## config.mk

```make
export PLATFORM = sky130hd
export DESIGN_NAME = tfi_mem
export DESIGN_NICKNAME = d
export VERILOG_FILES = /design/src/hdl/tfi_pkg.sv /design/src/hdl/tfi_mem.sv
export SDC_FILE = /design/constraint.sdc
export NUM_CORES = 2
export LEC_CHECK = 0
export BUFFER_PORTS_ARGS = -buffer_cell sky130_fd_sc_hd__buf_2
export CELL_PAD_IN_SITES_DETAIL_PLACEMENT = 1
export CELL_PAD_IN_SITES_GLOBAL_PLACEMENT = 2
export CORE_MARGIN = 3
export CORE_UTILIZATION = 50
export CTS_CLUSTER_SIZE = 30
export DETAILED_ROUTE_END_ITERATION = 8
export PLACE_DENSITY = 0.79
export SKIP_CTS_REPAIR_TIMING = 1
export SYNTH_ARGS = -nofsm -noshare
export SYNTH_HDL_FRONTEND = slang
export SYNTH_SLANG_ARGS = --single-unit
```

## constraint.sdc

```tcl
create_clock -name clk -period 21.8 [get_ports clk]
set_clock_uncertainty 0.1 [all_clocks]
set_input_delay 5.45 -clock clk [delete_from_list [all_inputs] [get_ports clk]]
set_output_delay 5.45 -clock clk [all_outputs]
set_load 0.005 [all_outputs]
```

## src/hdl/tfi_pkg.sv

```systemverilog
// Package for the table function interpolator: payload structs, status codes,
// command codes and defaults. No dependencies.
package tfi_pkg;

	localparam int unsigned DefMaxPoints = 64;
	localparam int unsigned DefValueBits = 32;
	localparam int unsigned IoBits = 32;
	localparam int unsigned CfgIdxBits = 1;
	localparam int unsigned CfgDataBits = 7;

	localparam logic [CfgIdxBits-1:0] CFG_INTERP_MODE = 1'd0;
	localparam logic [CfgIdxBits-1:0] CFG_POINTS_IN_USE = 1'd1;

	localparam logic KIND_LOAD = 1'b0;
	localparam logic KIND_EVAL = 1'b1;

	localparam logic [1:0] ST_OK = 2'd0;
	localparam logic [1:0] ST_FEW = 2'd1;
	localparam logic [1:0] ST_BAD = 2'd2;
	localparam logic [1:0] ST_RANGE = 2'd3;

	typedef struct packed {
		logic kind;
		logic [5:0] point_index;
		logic signed [31:0] x_value;
		logic signed [31:0] y_value;
	} tfi_in_t;

	typedef struct packed {
		logic signed [31:0] y_result;
		logic [5:0] interval;
		logic clamped;
		logic [1:0] status;
	} tfi_out_t;

	// Start/done pair between the sequencer and the divider.
	typedef struct packed {
		logic start;
		logic done;
	} tfi_div_ctl_t;

endpackage

```

## src/hdl/tfi_mem.sv

```systemverilog
// Breakpoint store: one synchronous memory of (x, y) pairs, one read port
// with registered data and one write port. Uses tfi_pkg.
module tfi_mem import tfi_pkg::*; #(
	parameter int unsigned MAX_POINTS = DefMaxPoints,
	parameter int unsigned VALUE_BITS = DefValueBits,
	localparam int unsigned AW = $clog2(MAX_POINTS)
) (
	input  logic                    clk,
	input  logic                    we,
	input  logic [AW-1:0]           waddr,
	input  logic [2*VALUE_BITS-1:0] wdata,
	input  logic [AW-1:0]           raddr,
	output logic [2*VALUE_BITS-1:0] rdata
);

	logic [2*VALUE_BITS-1:0] mem [MAX_POINTS];

	always_ff @(posedge clk) begin
		if (we) begin
			mem[waddr] <= wdata;
		end
		rdata <= mem[raddr];
	end

endmodule

```

; ---- Yosys cells after proc, flatten, opt, wreduce, memory -nomap -nowiden
; Memories as Yosys holds them, arrays and structs flattened. A register that Yosys moved wholly into a read port is not among the register bits.
; Index checks and enable logic that the tools add are counted.
[op_classes]
n_mux = 2
[op_table]
columns = op, n
row1 = 1-bit two-way mux, 2
[word_totals]
in_bits = 78
wordCells = 3
reg_bits = 0
n_memories = 1
output_inout_bits = 64
ram_bits = 4096
[mem_list]
columns = name, words, word_bits, rd, rd_ports_with_merged_regs, wr, line
row1 = mem, 64, 64, 1, 1, 1, tfi_mem.sv:16  ; logic [2*VALUE_BITS-1:0] mem [MAX_POINTS];

; ---- Depth between registers and ports, before layout
[logic_depth]
depth_word = 2
depth_mapped = 9

; ---- Worst setup path before layout
; OpenSTA, ideal clock, no wires.
[synth_timing]
path_type = input-to-reg
startpoint = input waddr[3]
endpoint = memory mem[48][0] in the netlist's numbering (enable)
setup_slack_ns = 10.814
t_arrival_ns = 10.322
path_stages = 4
path_cell_list = clkbuf_1 -> nor2b_1 -> nand4b_1 -> nor3_1
[synth_lines]
columns = item, line
row1 = from (decl), tfi_mem.sv:10  ; input logic [AW-1:0] waddr,
row2 = to (decl), tfi_mem.sv:16
; Straight into the memory's write port.

==> impl_metrics.json <==
{
  "status": "finished clean",
  "setup_tns_ns": 0,
  "hold_viol": 0,
  "synth_edf_count": 4096,
  "seq_area_um2": 124300,
  "fin_ws_ns": 12.09,
  "wl_per_cell_um": 39.81,
  "asyncSetResetFlopFracSynth_pct": 0,
  "p_per_area_nw_per_um2": 95.64,
  "cts_sinks": 4160,
  "cts_max_level": 5,
  "portBuffers": 141,
  "drt_iter0_markers": 12020,
  "core_um2": 310100,
  "grt_start_max_net_pins": 128,
  "die_y_um": 565.2,
  "rows": 204,
  "rsz0062_at_grt": "false",
  "ir_drop_mv": 0.09705,
  "gp_congestion": 0.7751,
  "ys_types": 33,
  "slew_violations": 0,
  "arrival_ns": 10.45,
  "syn_nets": 6676,
  "cts_max_path_buffers": 4,
  "first_global_vias": 79640,
  "nNetsFinal": 7045,
  "leakagePower_nw": 54.91,
  "dp_slack_ns": 10.84,
  "cts_tree": "yes",
  "total_power_w": 0.01688,
  "worstSetupStartpointType": "input pin",
  "antenna_found_initial": 46,
  "synthCells": 6598,
  "synthToLayoutAreaGrowth_pct": 12.86,
  "vias": 77260,
  "post-route-min-period_ns": 9.708,
  "ios": 142,
  "fmax_ghz": 0.1030,
  "worst_pin_slew_ns": 1.318,
  "syn_area_um2": 156300,
  "cp.required_ns": 22.54,
  "cts-root-buf": "clkbuf_16",
  "hold_path_class": "reg2reg",
  "post-route-period-util_pct": 44.53,
  "final-setup-viol-count": 0,
  "ys_seq_area_share_pct": 79.49,
  "dieWidth_um": 565.2,
  "synthFlopType": "edfxtp_1",
  "drc": 0,
  "start_util_pct": 50.42,
  "ys_ff_latch": 4160,
  "track_usage_pct": 28.70,
  "drt-pass1-iter-count": 5,
  "dp_hpwl_um": 233500,
  "multi_input_area_um2": 30780,
  "synth_warnings": 0,
  "syn_avg_cell_area_um2": 23.70,
  "postRouteWirelength_um": 456300,
  "die_area_um2": 319400,
  "final_core_utilization_pct": 56.90,
  "relSlewSlack_pct": 11.92,
  "max-cap-violations": 0,
  "clk_latency_ns": 0.96,
  "final_layout_size_suffix_gt1_share_pct": 28.30,
  "critPathKind": "in2reg",
  "viasPerCell": 6.741,
  "grt_pass1_wl_um": 638800,
  "worstPathMaxFanout": 93,
  "route.antenna.remaining_nets": 0,
  "grt-ovfl-total": 0,
  "cts_buffers": 403,
  "fillers": 25540,
  "clkTransAtPathRegs_ns": 0.06,
  "worstSetupEndpointType": "flip-flop"
}
==> layer usage <==
| layer | global-route usage [%] | vias up | wire (um) |
|---|---|---|---|
| met5 | 0 | - | 116 |
| met4 | 10.50 | 18 | 18330 |
| met3 | 5.320 | 934 | 46190 |
| met2 | 45.88 | 4857 | 222700 |
| met1 | 39.99 | 42210 | 168900 |
| li1 | - | 29240 | - |
==> power by group <==
part | internal, W | switching, W | total, W
clock | 0.00417 | 0.00306 | 0.00723
combinational | 0.000269 | 0.000473 | 0.000743
sequential | 0.00886 | 0.0000408 | 0.00890
total | 0.0133 | 0.00358 | 0.0169
==> area by class of cell <==
type	instances	area share (%)
flip-flops and latches	4160	70.43
multi-input cells	2049	17.45
clock buffers	522	6.169
well taps	4120	2.922
clock inverters	237	1.635
repair buffers	334	1.326
inverters	19	0.04042
diodes	20	0.02836
==> final timing paths <==
kind | start | to | slack, ns | depth (start not counted)
setup / recovery | raddr[0] | rdata[44] | 12.09 | 10
hold / removal | mem[39][14] | rdata[14] | 0.74 | 4
setup reg to reg | mem[63][31] | rdata[31] | 19.49 | 5
hold reg to reg | mem[39][14] | rdata[14] | 0.74 | 4
==> cell families after synthesis <==
| group | after synthesis | synth area share, % |
|---|---|---|
| flip-flops | 4160 | 79.49 |
| multiplexers | 1159 | 15.61 |
| AO/OA/AOI/OAI | 504 | 2.477 |
| buffers and inverters | 389 | 1.180 |
| AND/OR/NAND/NOR | 386 | 1.240 |
==> cells in the final DEF, fill, tap and decap left out, types with 20 or more instances in the layout <==
cell type,Yosys,layout
nand3_1,45,45
dfxtp_1,64,64
a22oi_1,168,168
o22ai_1,83,83
clkbuf_16,0,406
edfxtp_1,4096,4096
buf_4,34,181
a41oi_1,26,26
or2_2,28,28
clkinv_2,0,71
clkbuf_1,140,87
nand2_1,58,54
and3_1,64,64
a22o_1,88,88
clkbuf_8,0,29
nor2_1,112,47
nor2_4,0,65
clkinv_1,0,66
nor2b_1,28,24
or3_1,29,29
diode_2,0,20
mux2i_1,135,135
o221ai_1,38,38
mux4_2,1024,1024
bufinv_16,0,52
buf_2,170,138
a211oi_1,63,63
==> Yosys cell counts (2+ instances only) <==
library cell / number / area, um2
edfxtp_1: 4096 / 123000
mux4_2: 1024 / 23060
buf_2: 170 / 850.8
a22oi_1: 168 / 1261
clkbuf_1: 140 / 525.5
mux2i_1: 135 / 1351
nor2_1: 112 / 420.4
a22o_1: 88 / 770.7
o22ai_1: 83 / 519.3
and3_1: 64 / 400.4
dfxtp_1: 64 / 1281
a211oi_1: 63 / 473.0
nand2_1: 58 / 217.7
nand3_1: 45 / 225.2
o221ai_1: 38 / 332.8
buf_4: 34 / 255.2
or3_1: 29 / 181.4
nor2b_1: 28 / 175.2
or2_2: 28 / 175.2
a41oi_1: 26 / 227.7
buf_1: 20 / 75.07
a2bb2oi_1: 19 / 166.4
inv_1: 19 / 71.32
a31oi_1: 18 / 112.6
nand2b_1: 11 / 68.82
buf_6: 6 / 67.56
and2_1: 3 / 18.77
nand3b_1: 2 / 15.01
nand4_1: 2 / 12.51
nor3_1: 2 / 10.01
==> state kept, by name (all words and copies together), names as in the netlist <==
| name | count |
|---|---|
| mem | 4096 |
| rdata | 64 |
==> worst max-delay path, cell delays in order <==
cell and delay [ns]:
buf_12 0.48, buf_12 0.68, buf_4 0.68, buf_4 0.79, buf_4 0.79, mux4_2 0.59, nor2b_1 0.15, a211oi_1 0.37
o22ai_1 0.15, and3_1 0.18
==> metrics by stage <==
step	instances	hold slack, ns	instance area (um2)
2_1_floorplan	6598	0.6878	156300
3_3_place_gp	10680	0.7112	162600
3_5_place_dp	10680	0.7428	162600
4_1_cts	11440	0.7368	176400
5_1_grt	11450	0.7929	176400
6_report	11460	0.7374	176400
Note: power is estimated with default switching activity, not from simulation.
