<file path="src/hdl/tfi_pkg.sv">
// Package for the table function interpolator: payload structs, status codes,
// command codes and defaults. No dependencies.
package tfi_pkg;

	localparam int unsigned DefMaxPoints = 64;
	localparam int unsigned DefValueBits = 32;
	localparam int unsigned IoBits = 32;
	localparam int unsigned CfgIdxBits = 1;
	localparam int unsigned CfgDataBits = 7;

	localparam logic [CfgIdxBits-1:0] CFG_INTERP_MODE = 1'd0;
	localparam logic [CfgIdxBits-1:0] CFG_POINTS_IN_USE = 1'd1;

	localparam logic KIND_LOAD = 1'b0;
	localparam logic KIND_EVAL = 1'b1;

	localparam logic [1:0] ST_OK = 2'd0;
	localparam logic [1:0] ST_FEW = 2'd1;
	localparam logic [1:0] ST_BAD = 2'd2;
	localparam logic [1:0] ST_RANGE = 2'd3;

	typedef struct packed {
		logic kind;
		logic [5:0] point_index;
		logic signed [31:0] x_value;
		logic signed [31:0] y_value;
	} tfi_in_t;

	typedef struct packed {
		logic signed [31:0] y_result;
		logic [5:0] interval;
		logic clamped;
		logic [1:0] status;
	} tfi_out_t;

	// Start/done pair between the sequencer and the divider.
	typedef struct packed {
		logic start;
		logic done;
	} tfi_div_ctl_t;

endpackage

</file>
<file path="src/hdl/tfi_div.sv">
// Bit-serial multiply-divide: floor(a*b/d) for a < d, one bit of b per
// cycle. Uses tfi_pkg.
module tfi_div import tfi_pkg::*; #(
	parameter int unsigned VALUE_BITS = DefValueBits,
	localparam int unsigned W = VALUE_BITS + 1,
	localparam int unsigned CW = $clog2(W + 1)
) (
	input  logic         clk,
	input  logic         arst_n,
	input  logic         start,
	input  logic [W-1:0] a,
	input  logic [W-1:0] b,
	input  logic [W-1:0] d,
	output logic         done,
	output logic [W-1:0] q
);

	logic         busy_q;
	logic [CW-1:0] cnt_q;
	logic [W-1:0] a_q, b_q, d_q, r_q;
	logic [W:0]   r1, r2;
	logic [W-1:0] r1m, r2m;
	logic         q1, q2;

	always_comb begin
		r1 = {r_q, 1'b0};
		q1 = r1 >= {1'b0, d_q};
		r1m = q1 ? W'(r1 - {1'b0, d_q}) : r1[W-1:0];
		r2 = b_q[W-1] ? ({1'b0, r1m} + {1'b0, a_q}) : {1'b0, r1m};
		q2 = b_q[W-1] && (r2 >= {1'b0, d_q});
		r2m = q2 ? W'(r2 - {1'b0, d_q}) : r2[W-1:0];
	end

	always_ff @(posedge clk or negedge arst_n) begin
		if (!arst_n) begin
			busy_q <= 1'b0;
			done <= 1'b0;
			cnt_q <= '0;
		end else begin
			done <= 1'b0;
			if (start) begin
				busy_q <= 1'b1;
				cnt_q <= CW'(W);
			end else if (busy_q) begin
				cnt_q <= cnt_q - 1'b1;
				if (cnt_q == CW'(1)) begin
					busy_q <= 1'b0;
					done <= 1'b1;
				end
			end
		end
	end

	always_ff @(posedge clk) begin
		if (start) begin
			a_q <= a;
			b_q <= b;
			d_q <= d;
			r_q <= '0;
			q <= '0;
		end else if (busy_q) begin
			r_q <= r2m;
			b_q <= {b_q[W-2:0], 1'b0};
			q <= W'({q, 1'b0} + W'(q1) + W'(q2));
		end
	end

endmodule

</file>
<file path="config.mk">
export PLATFORM = sky130hd
export DESIGN_NAME = tfi_div
export DESIGN_NICKNAME = d
export VERILOG_FILES = /design/src/hdl/tfi_pkg.sv /design/src/hdl/tfi_div.sv
export SDC_FILE = /design/constraint.sdc
export NUM_CORES = 1
export LEC_CHECK = 0
export BUFFER_PORTS_ARGS = -buffer_cell sky130_fd_sc_hd__buf_2
export CAP_MARGIN = 20
export CORE_MARGIN = 10
export CORE_UTILIZATION = 34
export CTS_CLUSTER_DIAMETER = 80
export DETAILED_ROUTE_END_ITERATION = 7
export SLEW_MARGIN = 20
export SYNTH_ARGS = -nofsm -noshare
export SYNTH_HDL_FRONTEND = slang
export SYNTH_SLANG_ARGS = --single-unit
export TNS_END_PERCENT = 30
</file>
<file path="constraint.sdc">
create_clock -name clk -period 19.3 [get_ports clk]
set_input_delay 1.93 -clock clk [delete_from_list [all_inputs] [get_ports clk]]
set_output_delay 1.93 -clock clk [all_outputs]
set_load 0.03 [all_outputs]
</file>
# Yosys cells after proc, flatten, opt, wreduce, memory -nomap -nowiden
# Index checks and enable logic that the tools add are counted.
[classes]
n_addsub = 6
magnitude_cmp = 2
eq_ne = 1
reduce_logical = 2
mux = 13
[ops]
columns = ["op", "n"]
rows = [
  ["33-bit 2-to-1 mux", 4],
  ["34-bit by 33-bit greater-or-equal comparator with 1-bit output", 2],
  ["33-bit by 1-bit adder with 33-bit output", 2],
  ["33-bit subtractor", 2],
  ["33-bit by 33-bit adder with 34-bit output", 1],
  ["34-bit 2-to-1 mux", 1],
  ["6-bit 2-to-1 mux", 2],
  ["6-bit by 1-bit == test with 1-bit output, second input constant", 1],
  ["1-bit 2-to-1 mux", 6],
  ["6-bit by 1-bit subtractor with 6-bit output, second input constant", 1],
  ["2-bit nonzero test", 1],
  ["1-bit logical AND", 1],
]
[word_totals]
regBits = 173
elab_cells = 32
inputBits = 102
output_inout_bits = 34

# Longest topological paths before layout
[depth]
ltp_word = 7
ltp_mapped = 48
ltp_nobuf = 42

# Worst setup path before layout
# OpenSTA, ideal clock, no wires.
[synth_path]
path_type = "register -> register"
from = "reg d_q[0]"
to = "reg q[27]"
path_slack_ns = 10.214
setup_ns = 0.091
n_path_buf = 4
period_less_slack_ns = 9.086
arrival_time_ns = 8.995
required_time_ns = 19.209
path_stages_with_launch = 42
path_cell_list = "edfxtp_1 -> inv_1 -> fa_1 -> a21o_1 -> a221o_1 -> a22o_1 -> o31a_1 -> a21oi_4 -> o21ai_2 -> buf_6 -> mux2_4 -> ha_1 -> a21o_1 -> a21o_1 -> a221o_1 -> a311oi_1 -> o22ai_1 -> o41a_1 -> [6 not listed] -> nor3_1 -> and3_1 -> o211ai_1 -> a21oi_1 -> o21ai_1 -> inv_1 -> buf_2 -> ha_1 -> and3_1 -> and3_1 -> nor2b_1 -> and4_1 -> and2b_1 -> and3_1 -> clkbuf_1 -> nand2_1 -> or3_1 -> a311oi_1"
[synth_via]
elab_chain_cells = 7
elab_cells_between_ends = 9
cone_classes = "add/sub: 4; order compare: 2; mux: 2; reduce/logical: 1"
[synth_lines]
columns = ["element", "line_no", "source"]
rows = [
  ["start, declared", "tfi_div.sv:20", "logic [W-1:0] a_q, b_q, d_q, r_q;"],
  ["start signal, assigned", "tfi_div.sv:58", "d_q <= d;"],
  ["33-bit subtractor / 34-bit by 33-bit greater-or-equal comparator with 1-bit output (equally long branches)", "tfi_div.sv:28, tfi_div.sv:27", ""],
  ["33-bit 2-to-1 mux", "tfi_div.sv:28", "r1m = q1 ? W'(r1 - {1'b0, d_q}) : r1[W-1:0];"],
  ["33-bit by 33-bit adder with 34-bit output", "tfi_div.sv:29", "r2 = b_q[W-1] ? ({1'b0, r1m} + {1'b0, a_q}) : {1'b0, r1m};"],
  ["34-bit 2-to-1 mux", "tfi_div.sv:29", ""],
  ["34-bit by 33-bit greater-or-equal comparator with 1-bit output", "tfi_div.sv:30", "q2 = b_q[W-1] && (r2 >= {1'b0, d_q});"],
  ["1-bit logical AND", "tfi_div.sv:30", ""],
  ["33-bit by 1-bit adder with 33-bit output *", "tfi_div.sv:64", "q <= W'({q, 1'b0} + W'(q1) + W'(q2));"],
  ["end signal, assigned", "tfi_div.sv:64", ""],
  ["end, declared", "tfi_div.sv:15", "output logic [W-1:0] q"],
]
# Mark *: on every way between the ends. The rest lies on a longest branch, timed or not.
# A chain may end at the register's enable or synchronous reset.

# Worst setup path after layout
[layout_path]
from = "reg d_q[0]"
to = "reg q[30]"
# Same word-level chain as after synthesis.

==> qor.log <==
INFO  floorplan      design.portCount=136
INFO  placement      dp_hpwl=27800µm
INFO  routing        first_pass_iters=7
INFO  setup_path     timing.critical_path.slowest_cell_delay=600ps
INFO  sta            fin_crit_sh=0.5706
INFO  flow_run       max-cap-violations=0
INFO  global_route   global_route.peak_usage_layer=met2
INFO  synthesis      synth.net_count=1620
INFO  synthesis      synth.cell_area=12890µm²
INFO  synthesis      synth_enable_flop_cells=99
INFO  sta            post-route-min-period=11010ps
INFO  placement      routabilityCongestion=0.9347
INFO  synthesis      synthTopCellsByCount=134 x nor2_1, 103 x ha_1, 102 x a21oi_1
INFO  setup_path     reg_to_reg_startpoint=d_q[0]$_DFFE_PP_
INFO  setup_path     crit_path_frequent_cell=and3_1
INFO  floorplan      floorplan.die_area=46110µm²
INFO  setup_path     worstPathRequired=19670ps
INFO  routing        drt_first_iter_violations=875
INFO  placement      io_buffers=135
INFO  routing        postRouteAntennaNets=0
INFO  cts            cts_post_setup_buffers_inserted=0
INFO  final_layout   area_growth=13.25%
INFO  global_route   first_global_vias=10680
INFO  global_route   antenna_found_initial=1
INFO  synthesis      synth.lib_cells_used.distinct=84
INFO  synthesis      dominantRegCellSynth=edfxtp_1
INFO  synthesis      synth.ff_latch_count=173
INFO  synthesis      postSynthAreaPerCell=9.131µm²
INFO  final_layout   filler_cell_count=3873
INFO  sta            rsz_0062_raised_after_global_routing=false
INFO  setup_path     crit_end_category=flop
INFO  worst_hold_path worstHoldPathType=flop to flop
INFO  cts            worst_setup_hold_path_clk_slew=70ps
INFO  setup_path     data_arrival_time_at_the_worst_slack_endpoint=11380ps
INFO  floorplan      initial_utilization=0.3431
INFO  setup_path     critPathLaunch=d_q[0]$_DFFE_PP_
INFO  final_layout   diodes=0
INFO  synthesis      yosys.area.top_type_share=0.2306
INFO  synthesis      synth_top_cells_by_area=edfxtp_1 23%, dfxtp_1 10%, ha_1 10%, mux2_2 4.5%, xnor2_1 4.4%
INFO  routing        routedWlPerCell=18.14µm
INFO  routing        totalWireLength=37070µm
INFO  sta            finalMaxSlewViolations=0
INFO  final_layout   drive_above_1_share=0.1663
INFO  synthesis      synthMostInstantiatedCell=nor2_1
INFO  synthesis      synth_top_family_by_area=compound AO/OA/AOI/OAI gates
INFO  sta            slew_headroom=0.2625
INFO  final_layout   layout.area.seq=4498µm²
INFO  cts            cts-root-buf=clkbuf_16
INFO  cts            tritoncts_num_sinks=173
INFO  synthesis      yosys.area_share.adder=0.1046
INFO  global_route   gr-usage-met3=0.02781
INFO  synthesis      async_sr_flop_fraction=0.04624
INFO  cts            cts_tree=done
INFO  global_route   groute.usage.overall=0.1577
INFO  final_layout   multi_input_area=7843µm²
INFO  synthesis      synth_area_leader_cell=edfxtp_1
INFO  sta            final-setup-viol-count=0
INFO  sta            timing_worst_slew_pin_value=1104ps
INFO  synthesis      post_synth_xor_xnor_area=0.07541
INFO  sta            skew=12.43ps
INFO  cts            cts_max_path_buffers=2
INFO  synthesis      synth-seq-area-share=0.3486
INFO  floorplan      placeable_core_region=37580µm²
INFO  final_layout   post_layout_nonfiller_instances=2044
INFO  cts            h_tree_levels=4
INFO  synthesis      synth_simple_gate_area_share=0.1444
INFO  global_route   globalRouteMet1Util=0.2092
INFO  routing        drc_errors=0
INFO  worst_hold_path timing.hold.worst.start=q[32]$_SDFFE_PP0P_
INFO  cts            clock_latency=460ps
INFO  routing        num_vias=11080
INFO  global_route   grt_max_degree=66
INFO  synthesis      yosysWarningCount=0
INFO  global_route   global_route_wire_length_before_repair=58880µm
INFO  final_layout   numnets_final=1728
INFO  sta            fmax=90.80MHz
INFO  setup_path     cp-start-kind=flop
INFO  sta            report.final.hold_viol_count=0
INFO  synthesis      synthCells=1412
INFO  synthesis      area_fraction_in_compound_gates_after_synthesis=0.2146
INFO  cts            cts_hold_buffers=0
INFO  global_route   global_route.overflow_total=0
INFO  synthesis      synth.area.mux_share=0.06832
INFO  setup_path     critical-path-slowest-cell=inv_1
INFO  status         run_status=completed
INFO  floorplan      chipWidth=214.7µm
INFO  cts            cts_made_buffers=17
INFO  sta            setup-tns-final=0ps
INFO  cts            cts_resized=0
INFO  setup_path     critical_path_type=flop to flop
INFO  setup_path     timing.critical_path.fanout_max=15
INFO  placement      placed_cells=2012
INFO  floorplan      die_h=214.7µm
INFO  routing        drt-vias-per-instance=5.421
INFO  floorplan      floorplan.rows=71
INFO  global_route   globalRouteMet2Util=0.2539
[cell families (layout without fill, tap and decap cells)]
kind of cell	Yosys count	count (layout)
buf+inv	138	259
compound gates	415	415
simple gates	392	392
xor+xnor	111	111
flops	173	173
mux	77	77
fa+ha+maj	106	106
[state kept, by name, indices dropped and copies added, names as in the netlist]
signal / count
a_q: 33
b_q: 33
d_q: 33
q: 33
r_q: 33
cnt_q: 6
busy_q: 1
done: 1
[stage by stage]
stage                     hold slack (ps)  utilization  setup slack (ps)  area [µm²]
after global routing                523.9       0.3885              7592       14600
after floorplan                     438.9            -             10210       12890
after detailed placement            473.6       0.3736              8503       14040
after CTS                           484.1       0.3885              8436       14600
final                               483.9       0.3885              8287       14600
after global placement              475.4       0.3736              8814       14040
[layer usage]
layer  part of all wire  routed length, µm
met1               0.46              17150
met2               0.46              17180
met3              0.054               1998
met4              0.020                737
met5            0.00024                  9
[cell type report]
class,count,share of cell area
clock inverters,14,0.008912
well taps,511,0.04379
inverters,83,0.02134
multi-input cells,1101,0.5371
clock buffers,18,0.02939
flip-flops and latches,173,0.3081
repair buffers,144,0.05133
[worst paths after layout]
kind / depth (start not counted) / endpoint / slack, ps
setup / recovery: 38 / q[30]$_SDFFE_PP0P_ / 8290
hold / removal: 2 / q[32]$_SDFFE_PP0P_ / 480
hold reg to reg: 2 / q[32]$_SDFFE_PP0P_ / 480
min in group asynchronous: 1 / done$_DFF_PN0_ / 1300
setup reg to reg: 38 / q[30]$_SDFFE_PP0P_ / 8290
max in group asynchronous: 1 / busy_q$_DFF_PN0_ / 17810
[cells in the final DEF (no fill, tap or decap), types with 9 or more instances in the layout]
master,netlist,routed
clkbuf_16,0,17
ha_1,103,103
and3_1,13,13
mux2i_1,16,16
dfxtp_1,66,66
a21o_1,30,30
nand2b_1,16,16
xnor2_1,65,65
nor2b_1,12,12
nand4_1,20,20
mux2_2,51,51
nor2_1,134,134
edfxtp_1,99,99
and4_1,9,9
a311oi_1,9,9
nand3_1,24,24
a211oi_1,54,54
mux2_4,9,9
a21oi_1,102,102
nor3_1,28,28
o21ai_0,78,78
nand2_1,96,96
xor2_1,46,46
buf_2,4,134
a31oi_1,11,11
o31ai_1,10,10
o21a_1,15,15
and2_1,14,14
inv_1,82,82
o211ai_1,12,12
buf_4,0,9
[worst max-delay path: cells and delay by family, from the launching register on]
| kind | cells | cell delay (ps) |
|---|---|---|
| fa+ha+maj | 4 | 1430 |
| simple gates | 13 | 3020 |
| buf+inv | 3 | 760 |
| mux | 1 | 340 |
| flops | 1 | 410 |
| compound gates | 16 | 4780 |
| xor+xnor | 1 | 180 |
Power is not shown: default switching activity piles up to over one toggle a cycle in this logic, so the estimate is an artifact.
