<file path="config.mk">
export PLATFORM = sky130hd
export DESIGN_NAME = tfi_seq
export DESIGN_NICKNAME = d
export VERILOG_FILES = /design/src/hdl/tfi_pkg.sv /design/src/hdl/tfi_seq.sv
export SDC_FILE = /design/constraint.sdc
export NUM_CORES = 1
export LEC_CHECK = 0
export BUFFER_PORTS_ARGS = -buffer_cell sky130_fd_sc_hd__buf_2
export CAP_MARGIN = 15
export CORE_MARGIN = 5
export CORE_UTILIZATION = 35
export CTS_CLUSTER_DIAMETER = 60
export DETAILED_ROUTE_END_ITERATION = 8
export PLACE_DENSITY = 0.56
export SYNTH_ARGS = -nofsm -noshare
export SYNTH_HDL_FRONTEND = slang
export SYNTH_SLANG_ARGS = --single-unit
</file>
<file path="constraint.sdc">
create_clock -name clk -period 5.67 [get_ports clk]
set_clock_uncertainty 0.1 [all_clocks]
set_input_delay 0.567 -clock clk [delete_from_list [all_inputs] [get_ports clk]]
set_output_delay 0.567 -clock clk [all_outputs]
set_load 0.005 [all_outputs]
</file>
<file path="src/hdl/tfi_pkg.sv">
// Package for the table function interpolator: payload structs, status codes,
// command codes and defaults. No dependencies.
package tfi_pkg;

	localparam int unsigned DefMaxPoints = 64;
	localparam int unsigned DefValueBits = 32;
	localparam int unsigned IoBits = 32;
	localparam int unsigned CfgIdxBits = 1;
	localparam int unsigned CfgDataBits = 7;

	localparam logic [CfgIdxBits-1:0] CFG_INTERP_MODE = 1'd0;
	localparam logic [CfgIdxBits-1:0] CFG_POINTS_IN_USE = 1'd1;

	localparam logic KIND_LOAD = 1'b0;
	localparam logic KIND_EVAL = 1'b1;

	localparam logic [1:0] ST_OK = 2'd0;
	localparam logic [1:0] ST_FEW = 2'd1;
	localparam logic [1:0] ST_BAD = 2'd2;
	localparam logic [1:0] ST_RANGE = 2'd3;

	typedef struct packed {
		logic kind;
		logic [5:0] point_index;
		logic signed [31:0] x_value;
		logic signed [31:0] y_value;
	} tfi_in_t;

	typedef struct packed {
		logic signed [31:0] y_result;
		logic [5:0] interval;
		logic clamped;
		logic [1:0] status;
	} tfi_out_t;

	// Start/done pair between the sequencer and the divider.
	typedef struct packed {
		logic start;
		logic done;
	} tfi_div_ctl_t;

endpackage

</file>
<file path="src/hdl/tfi_seq.sv">
// Sequencer: loads, end checks, binary search over the breakpoint memory and
// the final combine. Uses tfi_pkg, drives tfi_mem and tfi_div.
module tfi_seq import tfi_pkg::*; #(
	parameter int unsigned MAX_POINTS = DefMaxPoints,
	parameter int unsigned VALUE_BITS = DefValueBits,
	localparam int unsigned AW = $clog2(MAX_POINTS),
	localparam int unsigned NW = $clog2(MAX_POINTS + 1) > 7 ? $clog2(MAX_POINTS + 1) : 7,
	localparam int unsigned W = VALUE_BITS + 1
) (
	input  logic                    clk,
	input  logic                    arst_n,
	input  logic                    in_valid,
	output logic                    in_ready,
	input  tfi_in_t                 in_data,
	output logic                    out_valid,
	input  logic                    out_ready,
	output tfi_out_t                out_data,
	input  logic                    mode,
	input  logic [6:0]              npts,
	output logic                    mem_we,
	output logic [AW-1:0]           mem_waddr,
	output logic [2*VALUE_BITS-1:0] mem_wdata,
	output logic [AW-1:0]           mem_raddr,
	input  logic [2*VALUE_BITS-1:0] mem_rdata,
	output tfi_div_ctl_t            dctl_start,
	input  tfi_div_ctl_t            dctl_done,
	output logic [W-1:0]            div_a,
	output logic [W-1:0]            div_b,
	output logic [W-1:0]            div_d,
	input  logic [W-1:0]            div_q
);

	typedef enum logic [3:0] {
		S_IDLE, S_LCHK, S_FIRST, S_LAST, S_PROBE, S_LEFT, S_RIGHT, S_DIV, S_OUT
	} state_t;

	typedef logic signed [VALUE_BITS-1:0] val_t;

	state_t state_q;
	logic   bad_q;
	logic [AW-1:0] idx_q, lo_q, hi_q;
	val_t   x_q, yin_q, x1_q, y1_q;
	logic   neg_q;
	tfi_out_t res_q;

	val_t rx, ry;
	logic [AW:0] n_ext;
	logic [AW-1:0] last;
	logic [AW-1:0] mid;
	val_t xin, yin;

	assign rx = mem_rdata[2*VALUE_BITS-1:VALUE_BITS];
	assign ry = mem_rdata[VALUE_BITS-1:0];
	assign n_ext = (AW + 1)'(npts);
	assign last = AW'(n_ext - 1'b1);
	assign mid = AW'(({1'b0, lo_q} + {1'b0, hi_q}) >> 1);
	assign xin = val_t'(in_data.x_value);
	assign yin = val_t'(in_data.y_value);

	assign in_ready = (state_q == S_IDLE);
	assign out_valid = (state_q == S_OUT);
	assign out_data = res_q;
	assign mem_we = (state_q == S_LCHK);
	assign mem_waddr = idx_q;
	assign mem_wdata = {x_q, yin_q};
	assign dctl_start = '{start: (state_q == S_RIGHT) && !mode, done: 1'b0};

	always_comb begin
		case (state_q)
			S_IDLE:  mem_raddr = (in_data.kind == KIND_EVAL) ? '0 : AW'(in_data.point_index - 1'b1);
			S_FIRST: mem_raddr = last;
			S_LAST:  mem_raddr = AW'(({1'b0, lo_q} + {1'b0, hi_q}) >> 1);
			S_PROBE: mem_raddr = (hi_q - lo_q > AW'(1)) ?
				AW'(({1'b0, (rx <= x_q) ? mid : lo_q} + {1'b0, (rx <= x_q) ? hi_q : mid}) >> 1) : lo_q;
			S_LEFT:  mem_raddr = lo_q + 1'b1;
			default: mem_raddr = lo_q;
		endcase
	end

	// Linear term: a = x - x1, d = x2 - x1, b = |y2 - y1|, all in W bits.
	assign div_a = W'(x_q) - W'(x1_q);
	assign div_d = W'(rx) - W'(x1_q);
	assign div_b = (y1_q <= ry) ? W'({ry[VALUE_BITS-1], ry} - {y1_q[VALUE_BITS-1], y1_q})
		: W'({y1_q[VALUE_BITS-1], y1_q} - {ry[VALUE_BITS-1], ry});

	always_ff @(posedge clk or negedge arst_n) begin
		if (!arst_n) begin
			state_q <= S_IDLE;
			bad_q <= 1'b0;
		end else begin
			case (state_q)
				S_IDLE: if (in_valid) begin
					idx_q <= AW'(in_data.point_index);
					x_q <= xin;
					yin_q <= yin;
					res_q <= '{y_result: '0, interval: '0, clamped: 1'b0, status: ST_OK};
					if (in_data.kind == KIND_LOAD) begin
						if (32'(in_data.point_index) >= MAX_POINTS) begin
							res_q.status <= ST_RANGE;
							state_q <= S_OUT;
						end else begin
							state_q <= S_LCHK;
						end
					end else if ((NW)'(npts) > (NW)'(MAX_POINTS)) begin
						res_q.status <= ST_RANGE;
						state_q <= S_OUT;
					end else if (npts < 7'd2) begin
						res_q.status <= ST_FEW;
						state_q <= S_OUT;
					end else if (bad_q) begin
						res_q.status <= ST_BAD;
						state_q <= S_OUT;
					end else begin
						state_q <= S_FIRST;
					end
				end
				S_LCHK: begin
					if (idx_q == '0) begin
						bad_q <= 1'b0;
					end else if (x_q <= rx) begin
						bad_q <= 1'b1;
						res_q.status <= ST_BAD;
					end
					state_q <= S_OUT;
				end
				S_FIRST: begin
					lo_q <= '0;
					hi_q <= last;
					if (x_q <= rx) begin
						res_q.y_result <= 32'(ry);
						res_q.clamped <= 1'b1;
						state_q <= S_OUT;
					end else begin
						state_q <= S_LAST;
					end
				end
				S_LAST: begin
					if (rx <= x_q) begin
						res_q.y_result <= 32'(ry);
						res_q.interval <= 6'(last);
						res_q.clamped <= 1'b1;
						state_q <= S_OUT;
					end else if (hi_q - lo_q > AW'(1)) begin
						state_q <= S_PROBE;
					end else begin
						state_q <= S_LEFT;
					end
				end
				S_PROBE: begin
					if (hi_q - lo_q > AW'(1)) begin
						if (rx <= x_q) lo_q <= mid;
						else hi_q <= mid;
						state_q <= S_PROBE;
					end else begin
						state_q <= S_LEFT;
					end
				end
				S_LEFT: begin
					x1_q <= rx;
					y1_q <= ry;
					res_q.interval <= 6'(lo_q);
					if (mode) begin
						res_q.y_result <= 32'(ry);
						state_q <= S_OUT;
					end else begin
						state_q <= S_RIGHT;
					end
				end
				S_RIGHT: begin
					neg_q <= !(y1_q <= ry);
					state_q <= S_DIV;
				end
				S_DIV: if (dctl_done.done) begin
					res_q.y_result <= 32'(neg_q ? (y1_q - val_t'(div_q)) : (y1_q + val_t'(div_q)));
					state_q <= S_OUT;
				end
				S_OUT: if (out_ready) state_q <= S_IDLE;
				default: state_q <= S_IDLE;
			endcase
		end
	end

endmodule

</file>
After elaboration in Yosys (flattened, before gate mapping)
Cells that the tools add are included.
- register bits: 193
- bits in latches: 0
- RAM bits: 0
- bits in read-only memories: 0
- input port bits: 182
- output and inout port bits: 221
- word-level logic and storage cells: 110
- memories kept: 0
- add/subtract/negate cells: 12
- $mul: 0
- divide/modulo/power cells: 0
- order comparisons: 6
- equal/unequal tests: 17
- shift-type cells: 0
- multiplexer cells: 40
- bitwise logic cells: 0
- reductions and logical operators: 21
- operators by type and width (cell ; number):
    case mux 32 bit (5 select lines) ; 1
    subtractor 32 x 32 -> 33 bit ; 4
    two-way mux 32 bit ; 4
    <= comparator 32 bit ; 3
    two-way mux 41 bit ; 1
    two-way mux 4 bit ; 10
    two-way mux 39 bit ; 1
    two-way mux 6 bit ; 6
    case mux 4 bit (9 select lines) ; 1
    two-way mux 33 bit ; 1
    adder 32 bit ; 1
    subtractor 32 bit ; 1
    case mux 6 bit (5 select lines) ; 1
    case mux 6 bit (2 select lines) ; 2
    case mux 6 bit (3 select lines) ; 1
    == test 4 x 3 -> 1 bit, second input constant ; 4
    adder 6 x 6 -> 7 bit ; 2
    inequality test 2 bit, second input constant ; 7
    two-way mux 2 bit ; 6
    subtractor 6 x 1 -> 6 bit, second input constant ; 2
    AND reduction 5 bit ; 2
    AND reduction 3 bit ; 3
    == test 4 x 2 -> 1 bit, second input constant ; 2
    greater-than comparator 7 bit, second input constant ; 1
    other kinds (20) ; 29

Depth between registers and ports, before layout
- word-level depth: 6
- gate-level depth with buffers: 20
- mapped depth without buffers: 20

Worst setup path before layout
OpenSTA, ideal clock, no wires.
- path kind: input -> register
- from: in mem_rdata[63]
- to: reg res_q, in the netlist out_data[10], enable pin
- setup time: 513 ps
- arrival: 5616 ps
- required time: 5057 ps
- slack: -559 ps
- cell stages on the path: 8
- path buffers: 0
- cells stage by stage: ha_1 nand4_1 nor4_2 a221oi_1 and3b_1 o31ai_4 o21a_1 nor4b_1
- longest elaborated chain between the ends: 3
- elaborated cells between the ends (all ways): 5
- those cells by class: 2 x order compare; 2 x eq/ne; 1 x reduce/logical
- ends and longest elaborated chain (what ; line ; source):
    start: declaration ; tfi_seq.sv:24 ; input logic [2*VALUE_BITS-1:0] mem_rdata,
    <= comparator 32 bit (on tied branches) ; tfi_seq.sv:129, tfi_seq.sv:138 ;
    inequality test 2 bit (no source line) ; -- ;
    AND reduction 7 bit (no source line) * ; -- ;
    end signal: assignment ; tfi_seq.sv:96 ; res_q <= '{y_result: '0, interval: '0, clamped: 1'b0, status: ST_OK};
    end: declaration ; tfi_seq.sv:44 ; tfi_out_t res_q;
Every way passes the cells marked *; elsewhere a longest branch is shown, timed or not.
A chain may end at the register's enable or synchronous reset.

Worst setup path in the final report
- from: reg x_q[31]
- to: out mem_raddr[5]
- longest elaborated chain between the ends: 5
- elaborated cells between the ends (all ways): 6
- those cells by class: 1 x add/sub; 1 x order compare; 4 x mux
- ends and longest elaborated chain (what ; line ; source):
    start: declaration ; tfi_seq.sv:42 ; val_t x_q, yin_q, x1_q, y1_q;
    start signal: assignment ; tfi_seq.sv:94 ; x_q <= xin;
    <= comparator 32 bit * ; tfi_seq.sv:74 ; AW'(({1'b0, (rx <= x_q) ? mid : lo_q} + {1'b0, (rx <= x_q) ? hi_q : mid}) >> 1) : lo_q;
    two-way mux 6 bit ; -- ;
    adder 6 x 6 -> 7 bit * ; tfi_seq.sv:74 ;
    two-way mux 6 bit * ; tfi_seq.sv:73 ; S_PROBE: mem_raddr = (hi_q - lo_q > AW'(1)) ?
    case mux 6 bit (5 select lines) * ; tfi_seq.sv:69 ; case (state_q)
    end: declaration ; tfi_seq.sv:23 ; output logic [AW-1:0] mem_raddr,
Marks and branches as above.

==> metrics.yaml <==
place:
  portBuffers: 399
  place.gp.congestion: 0.957
  place_ws_ps: 377
  postPlaceCellArea_um2: 20400
  dp_hpwl_mm: 48.8
cts:
  cts_tree: "done"
  htree_num_levels: 4
  clk_pin_slew_ps: 90
  root_buffer: "clkbuf_16"
  insertion_delay_ps: 510
  clock_sinks: 193
  clk_path_buf_depth: 2
  numCtsBuffers: 17
global_routing:
  antenna_found_initial: 3
  grt_max_degree: 71
  grt_usage_pct: 20.9
  grt_pass1_vias: 15794
  grt_pass1_wl_mm: 89.2
  globalRouteOverflowTotal: 0
logic_synthesis:
  synth_edf_count: 188
  synthTopCellsByCount: "ha_1, inv_1, a21oi_1"
  synth_largest_area_cell: "edfxtp_1"
  synth.area.top_cells: "edfxtp_1, ha_1, xnor2_1"
  yosysWarnings: 0
  yosysMostFrequentCell: "ha_1"
  yosys_most_used_dff: "edfxtp_1"
  ys_async_sr_fraction_pct: 2.59
  ys_seq_area_share_pct: 32.7
  yosysUniqueCellTypes: 81
  syn-num-nets: 2375
  synth-seq-cells: 193
  synth_cells: 1972
  netlist.area_leader.share_pct: 32.0
  synth_area_per_cell_um2: 8.94
  syn_area_um2: 17600
route:
  vias_per_cell: 5.32
  detail-route-antenna-nets: 0
  dr.pass1.iters: 5
  vias: 16219
  wl_per_cell_um: 19.3
  drtIter0Drc: 910
  routed_wl_mm: 59.0
  drc_errors: 0
timing:
  relSlewSlack_pct: 34.4
  setup_slack_ps: 325
  finalMaxSlewViolations: 0
  clock.fmax_mhz: 187
  min_period_ps: 5340
  finalHoldViolCount: 0
  worstMarginPinSlew_ps: 983
  finalSetupTns_ps: 0
  fin_crit_sh_pct: 94.3
  finalSetupViolCount: 0
  rsz0062_at_grt: "false"
critical_path:
  crit_family: "compound AO/OA/AOI/OAI gates"
  critPathKind: "reg -> out"
  crit_slowest_cell: "o31ai_4"
  critPathArrivalTime_ps: 4680
  cp_max_fo: 8
  path_cells: "inv_1 -> ha_1 -> nand4_1 -> nor4_4 -> a221oi_1 -> and3b_1 -> o31ai_4 -> buf_4 -> mux2_2 -> ha_1 -> a21oi_1 -> o21bai_1 -> a211oi_1 -> o21ai_0 -> o21a_1 -> buf_2"
  crit_path_end_kind: "output pin"
  cp_num_buf_inv: 3
  cp_common_cell: "ha_1"
  cp.required_ps: 5000
  critPathLaunchType: "register"
  cp_slowest_stage_delay_ps: 460
layout:
  area_delta_synth_final_pct: 19.8
  fin_area_um2: 21100
  drive_above_1_share_pct: 20.5
  fin_nets: 2765
outcome:
  status: "completed"
floorplan:
  pin_count: 403
  dieArea_um2: 54900
  start_util_pct: 35.3
  coreArea_um2: 50000
  die_w_um: 234
  fp-row-count: 82
  die_h_um: 234
power:
  peakVddDrop_uv: 230
  p_per_area_nw_per_um2: 228
  p_leak_nw: 9.64
job:
  drv_cap: 0
hold_path:
  hp-class: "in -> reg"
[sequential cells by signal (all words and copies together), names as in the netlist]
register	count
bad_q	1
hi_q	6
lo_q	6
mem_waddr	6
neg_q	1
out_data	41
state_q	4
x1_q	32
x_q	32
y1_q	32
yin_q	32
[worst register-to-register path, cell delays in order (launching register included)]
cell and delay, ps:
edfxtp_1 590, buf_4 340, a21oi_1 100, xnor2_1 300, ha_1 350, a21o_1 210, a21o_1 170, a21oi_1 220
nor3b_1 90, nor2_1 130, o311ai_2 170, a221oi_1 570, o21ai_0 240, nor4b_1 190, or3_1 400
[path summary, 6_finish.rpt]
check | start | endpoint | slack [ps] | depth (start not counted)
min in group asynchronous | arst_n | state_q[1] | 380 | 2
min reg2reg | mem_waddr[2] | bad_q | 520 | 2
max | x_q[31] | mem_raddr[5] | 330 | 16
min | in_data[55] | x_q[23] | 130 | 1
max reg2reg | neg_q | out_data[37] | 1240 | 14
max in group asynchronous | arst_n | state_q[3] | 4870 | 2
[power by group]
| part | total [mW] | internal, mW | switching (mW) |
|---|---|---|---|
| Combinational | 1.65 | 0.689 | 0.958 |
| Sequential | 1.80 | 1.71 | 0.0839 |
| Clock | 1.36 | 0.655 | 0.707 |
[cell type report]
cell class | count | area, µm²
antenna | 3 | 7.51
inverter | 203 | 762
clock buffer | 17 | 425
sequential | 193 | 5770
clock inverter | 15 | 228
tap | 672 | 841
fill | 5024 | 28800
timing repair buffer | 422 | 2170
multi-input combinational | 1525 | 10900
[repair_timing]
action                     CTS  global route
gates resized for setup      0             2
setup endpoints to repair    0             4
hold endpoints to repair     5             0
hold buffers                 1             0
buffers inserted             0             1
[metal layers]
metal  global-route usage [%]  wire length [µm]  part of all wire, %  up-vias
li1                         -                 -                    -     7918
met1                     26.3             24900                   42     7634
met2                     35.6             28100                   48      573
met3                     4.67              4230                  7.2       90
met4                     7.39              1660                  2.8        4
met5                        0                16                0.027        -
[stage by stage]
| stage | power [mW] | hold WS [ps] | cells | util (%) |
|---|---|---|---|---|
| floorplan | 2.78 | 171 | 1972 | - |
| global placement | 3.45 | 361 | 3013 | 40.9 |
| detailed placement | 3.47 | 363 | 3013 | 40.9 |
| CTS | 4.85 | 81.9 | 3046 | 42.2 |
| global route | 5.09 | 93.3 | 3048 | 42.3 |
| finish | 4.80 | 126 | 3050 | 42.3 |
[cells by family (layout without fill, tap and decap cells)]
logic type | Yosys count | after routing | synth area share, %
AO/OA/AOI/OAI | 627 | 627 | 22.4
AND/OR/NAND/NOR | 484 | 484 | 13.3
buffers and inverters | 254 | 657 | 5.59
adder cells (fa/ha/maj) | 221 | 221 | 16.0
flip-flops | 193 | 193 | 32.7
XOR/XNOR | 160 | 160 | 7.95
multiplexers | 32 | 32 | 1.90
other | 1 | 4 | 0.0213
[cells in the final DEF (no fill, tap or decap), drive strengths merged, types with 31 or more instances in the layout]
cell type	n
o21a	31
a21o	76
nor2	124
edfxtp	188
nand2	144
a21oi	196
buf	421
nor3	35
o21bai	38
xor2	41
o21ai	140
inv	210
xnor2	119
ha	213
(Power assumes the default switching activity.)
